--- src/rtl/flap_band_select_by_mass_speed_defines.svh ---
// assertion macros for the flap band selector
`ifndef FLAP_BAND_SELECT_BY_MASS_SPEED_DEFINES_SVH
`define FLAP_BAND_SELECT_BY_MASS_SPEED_DEFINES_SVH
`ifndef SYNTHESIS
`define FBS_CHECK(label, pre, post) \
  label: assert property (@(posedge clk) disable iff (rst) (pre) |-> (post)) \
    else $error("fbs check failed");
`define FBS_CHECK_NEXT(label, pre, post) \
  label: assert property (@(posedge clk) disable iff (rst) (pre) |=> (post)) \
    else $error("fbs check failed");
`else
`define FBS_CHECK(label, pre, post)
`define FBS_CHECK_NEXT(label, pre, post)
`endif
`endif

--- src/rtl/fbs_pkg.sv ---
`default_nettype none
package fbs_pkg;

  localparam int SPEED_W  = 16;
  localparam int WEIGHT_W = 12;
  localparam int FRAC_W   = 17;
  localparam int FLAP_W   = 5;

  // no range / no flap markers
  localparam logic signed [SPEED_W-1:0] NO_SPEED = -16'sd16;
  localparam logic signed [FLAP_W-1:0]  NO_FLAP  = -5'sd1;

  typedef enum logic [1:0] {
    FUNC_WEIGHT = 2'd0,
    FUNC_RANGE  = 2'd1,
    FUNC_BEST   = 2'd2,
    FUNC_LIST   = 2'd3
  } func_t;

  typedef enum logic [2:0] {
    REG_WEIGHT_COUNT  = 3'd0,
    REG_BAND_COUNT    = 3'd1,
    REG_LOWSPEED_MIN  = 3'd2,
    REG_LOWSPEED_MAX  = 3'd3,
    REG_LOWSPEED_FLAP = 3'd4
  } reg_idx_t;

  typedef struct packed {
    logic                      present;
    logic signed [SPEED_W-1:0] vmin;
    logic signed [SPEED_W-1:0] vmax;
  } range_cell_t;

endpackage
`default_nettype wire

--- src/rtl/fbs_frac_div.sv ---
`default_nettype none
// restoring divider: frac = floor(num * 65536 / den), num <= den, one bit per cycle
module fbs_frac_div (
  input  logic                          clk,
  input  logic                          rst,
  input  logic                          start,
  input  logic [fbs_pkg::SPEED_W-1:0]   num,
  input  logic [fbs_pkg::SPEED_W-1:0]   den,
  output logic                          busy,
  output logic [fbs_pkg::FRAC_W-1:0]    frac
);
  import fbs_pkg::*;

  logic [SPEED_W-1:0] rem;
  logic [SPEED_W-1:0] den_q;
  logic [4:0]         cnt;
  logic [SPEED_W:0]   rem2;
  logic               take;
  logic               num_ge;

  assign rem2   = {rem, 1'b0};
  assign take   = rem2 >= {1'b0, den_q};
  assign num_ge = num >= den;

  // step counter
  always_ff @(posedge clk) begin
    if (rst) begin
      busy <= 1'b0;
      cnt  <= '0;
    end else if (start) begin
      busy <= 1'b1;
      cnt  <= 5'd16;
    end else if (busy) begin
      cnt <= cnt - 5'd1;
      if (cnt == 5'd1) begin
        busy <= 1'b0;
      end
    end
  end

  // remainder and quotient bits
  always_ff @(posedge clk) begin
    if (start) begin
      den_q <= den;
      rem   <= num_ge ? (num - den) : num;
      frac  <= {{(FRAC_W-1){1'b0}}, num_ge};
    end else if (busy) begin
      rem  <= take ? SPEED_W'(rem2 - {1'b0, den_q}) : rem2[SPEED_W-1:0];
      frac <= {frac[FRAC_W-2:0], take};
    end
  end

endmodule
`default_nettype wire

--- config.mk ---
export PLATFORM = sky130hd
export DESIGN_NAME = fbs_frac_div
export DESIGN_NICKNAME = d
export VERILOG_FILES = /design/src/rtl/flap_band_select_by_mass_speed_defines.svh /design/src/rtl/fbs_pkg.sv /design/src/rtl/fbs_frac_div.sv
export SDC_FILE = /design/constraint.sdc
export NUM_CORES = 1
export LEC_CHECK = 0
export BUFFER_PORTS_ARGS = -buffer_cell sky130_fd_sc_hd__buf_2
export CAP_MARGIN = 40
export CORE_MARGIN = 5
export CORE_UTILIZATION = 60
export CTS_CLUSTER_DIAMETER = 150
export DETAILED_ROUTE_END_ITERATION = 7
export GPL_TIMING_DRIVEN = 0
export PLACE_DENSITY = 0.85
export SETUP_SLACK_MARGIN = 0.3
export SYNTH_ARGS = -nofsm -noshare
export SYNTH_HDL_FRONTEND = slang
export SYNTH_SLANG_ARGS = --single-unit
--- constraint.sdc ---
create_clock -name clk -period 5.05 [get_ports clk]
set_input_delay 1.01 -clock clk [delete_from_list [all_inputs] [get_ports clk]]
set_output_delay 1.01 -clock clk [all_outputs]
set_load 0.02 [all_outputs]
### Yosys cells after proc, flatten, opt, wreduce, memory -nomap -nowiden

Index checks and enable logic that the tools add are counted.

| word-level totals | value |
|---|---|
| register bits after elaboration | 55 |
| bits of input ports | 35 |
| output and inout bits | 18 |
| word-level logic and storage cells | 26 |

| cells by class | value |
|---|---|
| add/sub/neg operators | 3 |
| order comparisons | 2 |
| equal/unequal tests | 1 |
| multiplexer cells | 11 |
| reduce and logical (&&, ||, !) cells | 2 |

Operators with widths:

| operator | number |
|---|---|
| two-way mux 16 bit | 4 |
| subtractor 16 bit | 2 |
| greater-or-equal comparator 17 x 16 -> 1 bit | 1 |
| greater-or-equal comparator 16 bit | 1 |
| two-way mux 5 bit | 2 |
| == test 5 x 1 -> 1 bit (second input constant) | 1 |
| two-way mux 1 bit | 5 |
| subtractor 5 x 1 -> 5 bit (second input constant) | 1 |
| nonzero test 2 bit | 1 |
| OR reduction 2 bit | 1 |

### Logic depth before layout (Yosys ltp)

Gate-level depths: netlist (run 1).

| depth | value |
|---|---|
| depth in word-level cells | 4 |
| mapped depth | 12 |
| depth with buffers taken out | 11 |

### Worst setup path before layout (run 1)

OpenSTA, ideal clock, no wires.

| timing path | value |
|---|---|
| kind | input -> register |
| from | input num[0] (netlist bit) |
| to | register rem[9] (data pin) |
| setup time | 274 ps |
| data arrival time | 3082 ps |
| required time | 4776 ps |
| path slack | 1693 ps |
| cell stages on the path | 12 |
| path buffers | 1 |
| cell sequence | inv_1 ha_1 fa_1 nor2b_1 o211ai_1 a21oi_1 o31ai_1 a22oi_1 clkbuf_1 o21ai_0 a21oi_1 a21oi_1 |

| on the way | value |
|---|---|
| word-level cells in the longest chain between the ends | 3 |
| elaborated cells between the ends (all ways) | 4 |
| classes of those cells | add/sub: 1; order compare: 1; mux: 2 |

Ends and longest elaborated chain:

| element | line | RTL |
|---|---|---|
| from (decl) | fbs_frac_div.sv:7 | `input logic [fbs_pkg::SPEED_W-1:0] num,` |
| subtractor 16 bit or greater-or-equal comparator 16 bit (tied branches) | fbs_frac_div.sv:45, fbs_frac_div.sv:23 |  |
| two-way mux 16 bit * | fbs_frac_div.sv:45 | `rem <= num_ge ? (num - den) : num;` |
| two-way mux 16 bit * | fbs_frac_div.sv:43 | `if (start) begin` |
| to (signal assigned) | fbs_frac_div.sv:45 |  |
| to (signal assigned) | fbs_frac_div.sv:48 | `rem <= take ? SPEED_W'(rem2 - {1'b0, den_q}) : rem2[SPEED_W-1:0];` |
| to (decl) | fbs_frac_div.sv:14 | `logic [SPEED_W-1:0] rem;` |

Mark *: on every way between the ends. The rest lies on a longest branch, timed or not.
A chain may end at the register's enable or synchronous reset.

### Worst setup path in the final report (run 1)

Same ends and word-level chain as after synthesis.

==> flow_summary.toml, run 1 <==
[final_layout]
drive_above_1_share_pct = 15.1
final_common_cell = "buf_2"
final_cell_mix = "buf_2 (52), mux2i_1 (45), inv_1 (44)"
seq_area_sq_um = 1430
nets = 559
antenna_cells = 0
fin_area_sq_um = 4500
multi_input_area_sq_um = 2360
area_growth_pct = 11.5
fillCellCount = 471
post-route-util_pct = 69.6

[die]
die_y_um = 92.0
io_pins = 53
die_area_sq_um = 8460
start_util_pct = 62.4
row_count = 29
die_w_um = 92.0
core_sq_um = 6460

[clock_network]
cts_root_buf = "clkbuf_8"
clkTransAtPathRegs_ns = 0.10
cts_hold_buffers = 0
clk_latency_ns = 0.31
ctsHtreeMaxLevel = 2
tritoncts = "yes"
cts-buffers-inserted = 5
post-cts-setup-buffers = 0
cts_sinks = 55
cts_resized = 0
clockBufferDepth = 2

[sta]
fmax_ghz = 0.262
max_slew_margin_pct = 58.1
rsz0062_at_grt = "false"
skew_ns = 0.0197
slew_viol_final = 0
finalHoldViolations = 0
whs_ns = 0.506
setup_viol = 0
tns_ns = 0
min_period_over_period_pct = 75.7
period_minus_slack_ns = 3.82
tightestPinTransition_ns = 0.628

[yosys]
synthAdderAreaFrac_pct = 11.5
syn_area_sq_um = 4030
synth_ff_type = "edfxtp_1"
yosys-mux-area-fraction_pct = 11.7
yosysWarnings = 0
synth_nets = 500
synthSimpleGateAreaFrac_pct = 12.1
ys_seq_elements = 55
synthCells = 429
avgSynthCellArea_sq_um = 9.40
synth-async-reset-ratio_pct = 0
yosysUniqueCellTypes = 58
ys_seq_area_share_pct = 35.5
synth_xor_area_share_pct = 5.00
synth_area_leaders = "edfxtp_1 (25%), mux2i_1 (11%), dfxtp_1 (11%)"
synth_top_area_cell = "edfxtp_1"
synth.top_cell.area_share_pct = 24.6
synth_edf_count = 33
synth_top_family_by_area = "compound AO/OA/AOI/OAI gates"
synth_compound_area_share_pct = 18.1

[setup_path]
r2r_setup_slack_ns = 2.02
crit_slowest_cell = "clkbuf_1"
cp_max_fo = 10
crit_path_start_kind = "input pin"
slowest_delay_ns = 0.52
cpMostUsedCell = "a21oi_1"
crit_arrival_ns = 3.86
endpoint_kind = "flip-flop"
crit_required_ns = 5.09
reg2regPathDepth = 10
reg2reg_to = "rem[5]"
path_cells = "buf_2 -> inv_1 -> ha_1 -> fa_1 -> nor2b_1 -> o211ai_1 -> a21oi_1 -> o31ai_1 -> a22oi_1 -> clkbuf_1 -> o21ai_0 -> a21oi_1 -> a21oi_1"
timing.rr.start = "rem[5]"
path_class = "input pin to flip-flop"

[detailed_routing]
drt_iter0_markers = 228
vias_per_cell = 6.06
avgRoutedWirePerCell_um = 17.2
vias = 3429
drc_errors = 0
drt_wl_total_mm = 9.76
antenna_left = 0
drt_pass1_iterations = 6

[hold_path]
min_from = "frac[16]"
hold_depth = 2
hold_path_class = "flip-flop to flip-flop"
holdPathEnd = "frac[16]"

[global_routing]
grt_pass1_wl_mm = 15.8
gr-total-overflow = 0
antenna_found_initial = 0
grtUsageTotal_pct = 22.9
grt_max_degree = 18
grt_pass1_vias = 3308

[place]
io_buffers = 52
dpl.hpwl_mm = 7.69
placed_cell_area_sq_um = 4390
gp_congestion = 0.895

[flow_run]
maxCapViolCount = 0

[power]
ir_drop_v = 0.000191
power_density_nw_per_um2 = 403
p_leak_nw = 2.10

[outcome]
status = "finished clean"
==> kinds of logic (layout without fill, tap and decap cells) <==
group                    count (synthesis)  count (layout)
flip-flops                              55              55
AO/OA/AOI/OAI                          105             105
multiplexers                            47              47
adder cells (fa/ha/maj)                 36              36
buffers and inverters                   63             123
XOR/XNOR                                23              23
AND/OR/NAND/NOR                        100             100
==> metal layers <==
layer	global-route usage, %	wire [um]	share of wire, %	vias up
li1	-	-	-	1666
met1	29.1	4210	43	1590
met2	39.9	4750	49	146
met3	3.68	568	5.8	27
met4	7.55	238	2.4	0
met5	0	0	0	-
==> cell type report <==
| cell class | count | area share [%] |
|---|---|---|
| buffer | 18 | 1.70 |
| clock buffer | 7 | 2.20 |
| clock inverter | 1 | 0.195 |
| inverter | 45 | 3.76 |
| multi-input combinational | 311 | 52.4 |
| sequential | 55 | 31.8 |
| tap | 77 | 2.14 |
| timing repair buffer | 52 | 5.79 |
==> critical path: cells and delay by family <==
kind / cells / cell delay (ns)
buf+inv: 3 / 0.66
compound gates: 7 / 1.37
fa+ha+maj: 2 / 0.64
simple gates: 1 / 0.18
==> state kept, by name, indices dropped and copies added, names as in the netlist <==
signal / cells
frac: 17
den_q: 16
rem: 16
cnt: 5
busy: 1
==> Yosys cell counts (3+ instances only) <==
library cell and n:
nand3_1 11, xnor2_1 19, nor3_1 10, a21oi_1 28
o211ai_1 3, ha_1 34, dfxtp_1 22, o31ai_1 4
o21ai_0 16, clkbuf_1 12, or2_2 3, nor2_1 34
o21ai_1 5, o31a_1 4, nor2b_1 6, nand2b_1 4
xor2_1 4, buf_1 4, a21o_1 11, a31oi_1 5
mux2i_1 45, nand4_1 5, o21a_1 6, nand2_1 17
inv_1 44, edfxtp_1 33
==> where the power goes <==
part | internal, mW | switching (mW)
sequential | 0.568 | 0.0408
clock | 0.132 | 0.142
combinational | 0.405 | 0.524
==> stage by stage <==
| stage | setup slack [ns] | power [mW] | cells |
|---|---|---|---|
| global placement | 1.11 | 1.47 | 558 |
| global route | 1.12 | 1.92 | 566 |
| detailed placement | 1.04 | 1.52 | 558 |
| finish | 1.23 | 1.81 | 566 |
| CTS | 1.34 | 1.80 | 566 |
| floorplan | 1.69 | 1.31 | 429 |
==> worst max path at each step <==
stage,startpoint,end,slack (ns),cells after the start
after CTS,num[0],rem[9],1.34,13
after global routing,num[0],rem[9],1.12,13
after detailed placement,num[0],rem[4],1.04,12
after global placement,num[0],rem[9],1.11,13
final,num[0],rem[9],1.23,13
after floorplan,num[0],rem[9],1.69,12
(Power assumes the default switching activity.)
==> inputs of run 2 (changes only) <==
--- a/config.mk
+++ b/config.mk
@@ -8,11 +8,11 @@
 export BUFFER_PORTS_ARGS = -buffer_cell sky130_fd_sc_hd__buf_2
 export CAP_MARGIN = 40
 export CORE_MARGIN = 5
-export CORE_UTILIZATION = 60
+export CORE_UTILIZATION = 59
 export CTS_CLUSTER_DIAMETER = 150
 export DETAILED_ROUTE_END_ITERATION = 7
 export GPL_TIMING_DRIVEN = 0
-export PLACE_DENSITY = 0.85
+export PLACE_DENSITY = 0.84
 export SETUP_SLACK_MARGIN = 0.3
 export SYNTH_ARGS = -nofsm -noshare
 export SYNTH_HDL_FRONTEND = slang
==> constraint.sdc (replaced) <==
create_clock -name clk -period 3.8 [get_ports clk]
set_input_delay 0.76 -clock clk [delete_from_list [all_inputs] [get_ports clk]]
set_output_delay 0.76 -clock clk [all_outputs]
set_load 0.02 [all_outputs]
==> run 2 against run 1 <==
Against the previous run: register-to-register slack worse by 1.3 ns; critical path depth unchanged; sequential power up 32%; worst hold slack better by 0.0041 ns; critical path type unchanged; highest routed layer unchanged.
==> flow_summary.toml, run 2 (synthesized netlist as in run 1, its figures left out) <==
[sta]
setup_viol = 0
fmax_ghz = 0.311
max_slew_margin_pct = 55.6
min_period_over_period_pct = 84.7
tns_ns = 0
period_minus_slack_ns = 3.22
skew_ns = 0.0191
finalHoldViolations = 0
layout_setup_ws_ns = 0.580
slew_viol_final = 0
tightestPinTransition_ns = 0.667
rsz0062_at_grt = "false"

[setup_path]
crit_arrival_ns = 3.28
path_class = "input pin to flip-flop"
crit_path_start_kind = "input pin"
crit_required_ns = 3.86
endpoint_kind = "flip-flop"
cp_max_fo = 10

[detailed_routing]
drt_wl_total_mm = 9.08
antenna_left = 0
drt_iter0_markers = 235
avgRoutedWirePerCell_um = 16.0
drt_pass1_iterations = 5
vias_per_cell = 5.90
vias = 3355
drc_errors = 0

[final_layout]
area_growth_pct = 11.4
final_cell_mix = "buf_2 (52), mux2i_1 (45), inv_1 (44)"
top_regs = "frac x17, den_q x16, rem x16"
max_flop_register = "frac"
fin_area_sq_um = 4490
antenna_cells = 0
final_common_cell = "buf_2"
largest_reg_flops = 17
nets = 559
stdcell_count = 569
drive_above_1_share_pct = 15.3

[die]
die_y_um = 92.7
row_count = 30
core_sq_um = 6720
io_pins = 53
start_util_pct = 60.0
die_w_um = 92.7
die_area_sq_um = 8590

[global_routing]
grtUsageTotal_pct = 21.0
antenna_found_initial = 0
grt_pass1_wl_mm = 14.6
grt_pass1_vias = 3118
grt_max_degree = 20
gr-total-overflow = 0

[place]
dp_slack_ns = 0.109
dpl.hpwl_mm = 7.23
dp_cells = 561
placed_cell_area_sq_um = 4390
io_buffers = 52
gp_congestion = 0.928

[hold_path]
hold_path_class = "flip-flop to flip-flop"

[clock_network]
tritoncts = "yes"
ctsHtreeMaxLevel = 2
cts_root_buf = "clkbuf_8"
clockBufferDepth = 2
clkTransAtPathRegs_ns = 0.11
post-cts-setup-buffers = 0
cts-buffers-inserted = 5
cts_sinks = 55
clk_latency_ns = 0.32

[power]
ir_drop_v = 0.000334
p_leak_nw = 2.10
power_density_nw_per_um2 = 523
total_power_mw = 2.35

[outcome]
status = "finished clean"

[flow_run]
maxCapViolCount = 0
==> run 2: layer usage <==
metal	vias to the layer above	global-route usage [%]	wire length, um
met5	-	0	0
met4	0	5.37	117
met3	12	2.44	325
met2	86	36.2	4360
met1	1583	28.2	4270
li1	1674	-	-
==> run 2: critical path, cell delays in order <==
cell and delay (ns):
buf_2 0.09, inv_1 0.04, ha_1 0.21, fa_1 0.42, nor2b_1 0.17, o211ai_1 0.15, a21oi_1 0.22, o31ai_1 0.11
a22oi_1 0.29, clkbuf_1 0.38, nand3_1 0.15, mux2i_1 0.22, a311oi_2 0.07
==> run 2: worst paths after layout <==
path | depth (start not counted) | slack [ns] | endpoint | start
max reg2reg | 10 | 0.77 | rem[10] | rem[5]
min reg2reg | 2 | 0.51 | frac[16] | frac[16]
max | 13 | 0.58 | rem[11] | num[0]
min | 2 | 0.51 | frac[16] | frac[16]
==> run 2: final cells by class <==
class	instances	area, sq um
well taps	80	100
flip-flops and latches	55	1430
fillers	505	2230
multi-input cells	311	2360
inverters	45	169
plain buffers	18	77.6
clock inverters	3	27.5
repair buffers	52	260
clock buffers	5	68.8
==> run 2: per-stage QoR <==
step                hold slack, ns  utilization, %
global placement             0.471            65.4
floorplan                    0.469               -
global route                 0.551            66.8
detailed placement           0.489            65.4
finish                       0.510            66.8
CTS                          0.513            66.8
==> run 2: power by group <==
| part | internal (mW) | switching (mW) | total (mW) | leakage (nW) |
|---|---|---|---|---|
| logic | 0.537 | 0.672 | 1.21 | 1.55 |
| registers | 0.754 | 0.0506 | 0.805 | 0.504 |
| clock network | 0.136 | 0.201 | 0.336 | 0.0463 |
| total | 1.43 | 0.923 | 2.35 | 2.10 |
==> run 2: what timing repair did <==
action / 4_1_cts / 5_1_grt
resized for setup: 0 / 2
endpoints found under the setup margin: 0 / 7
hold buffers: 0 / 0
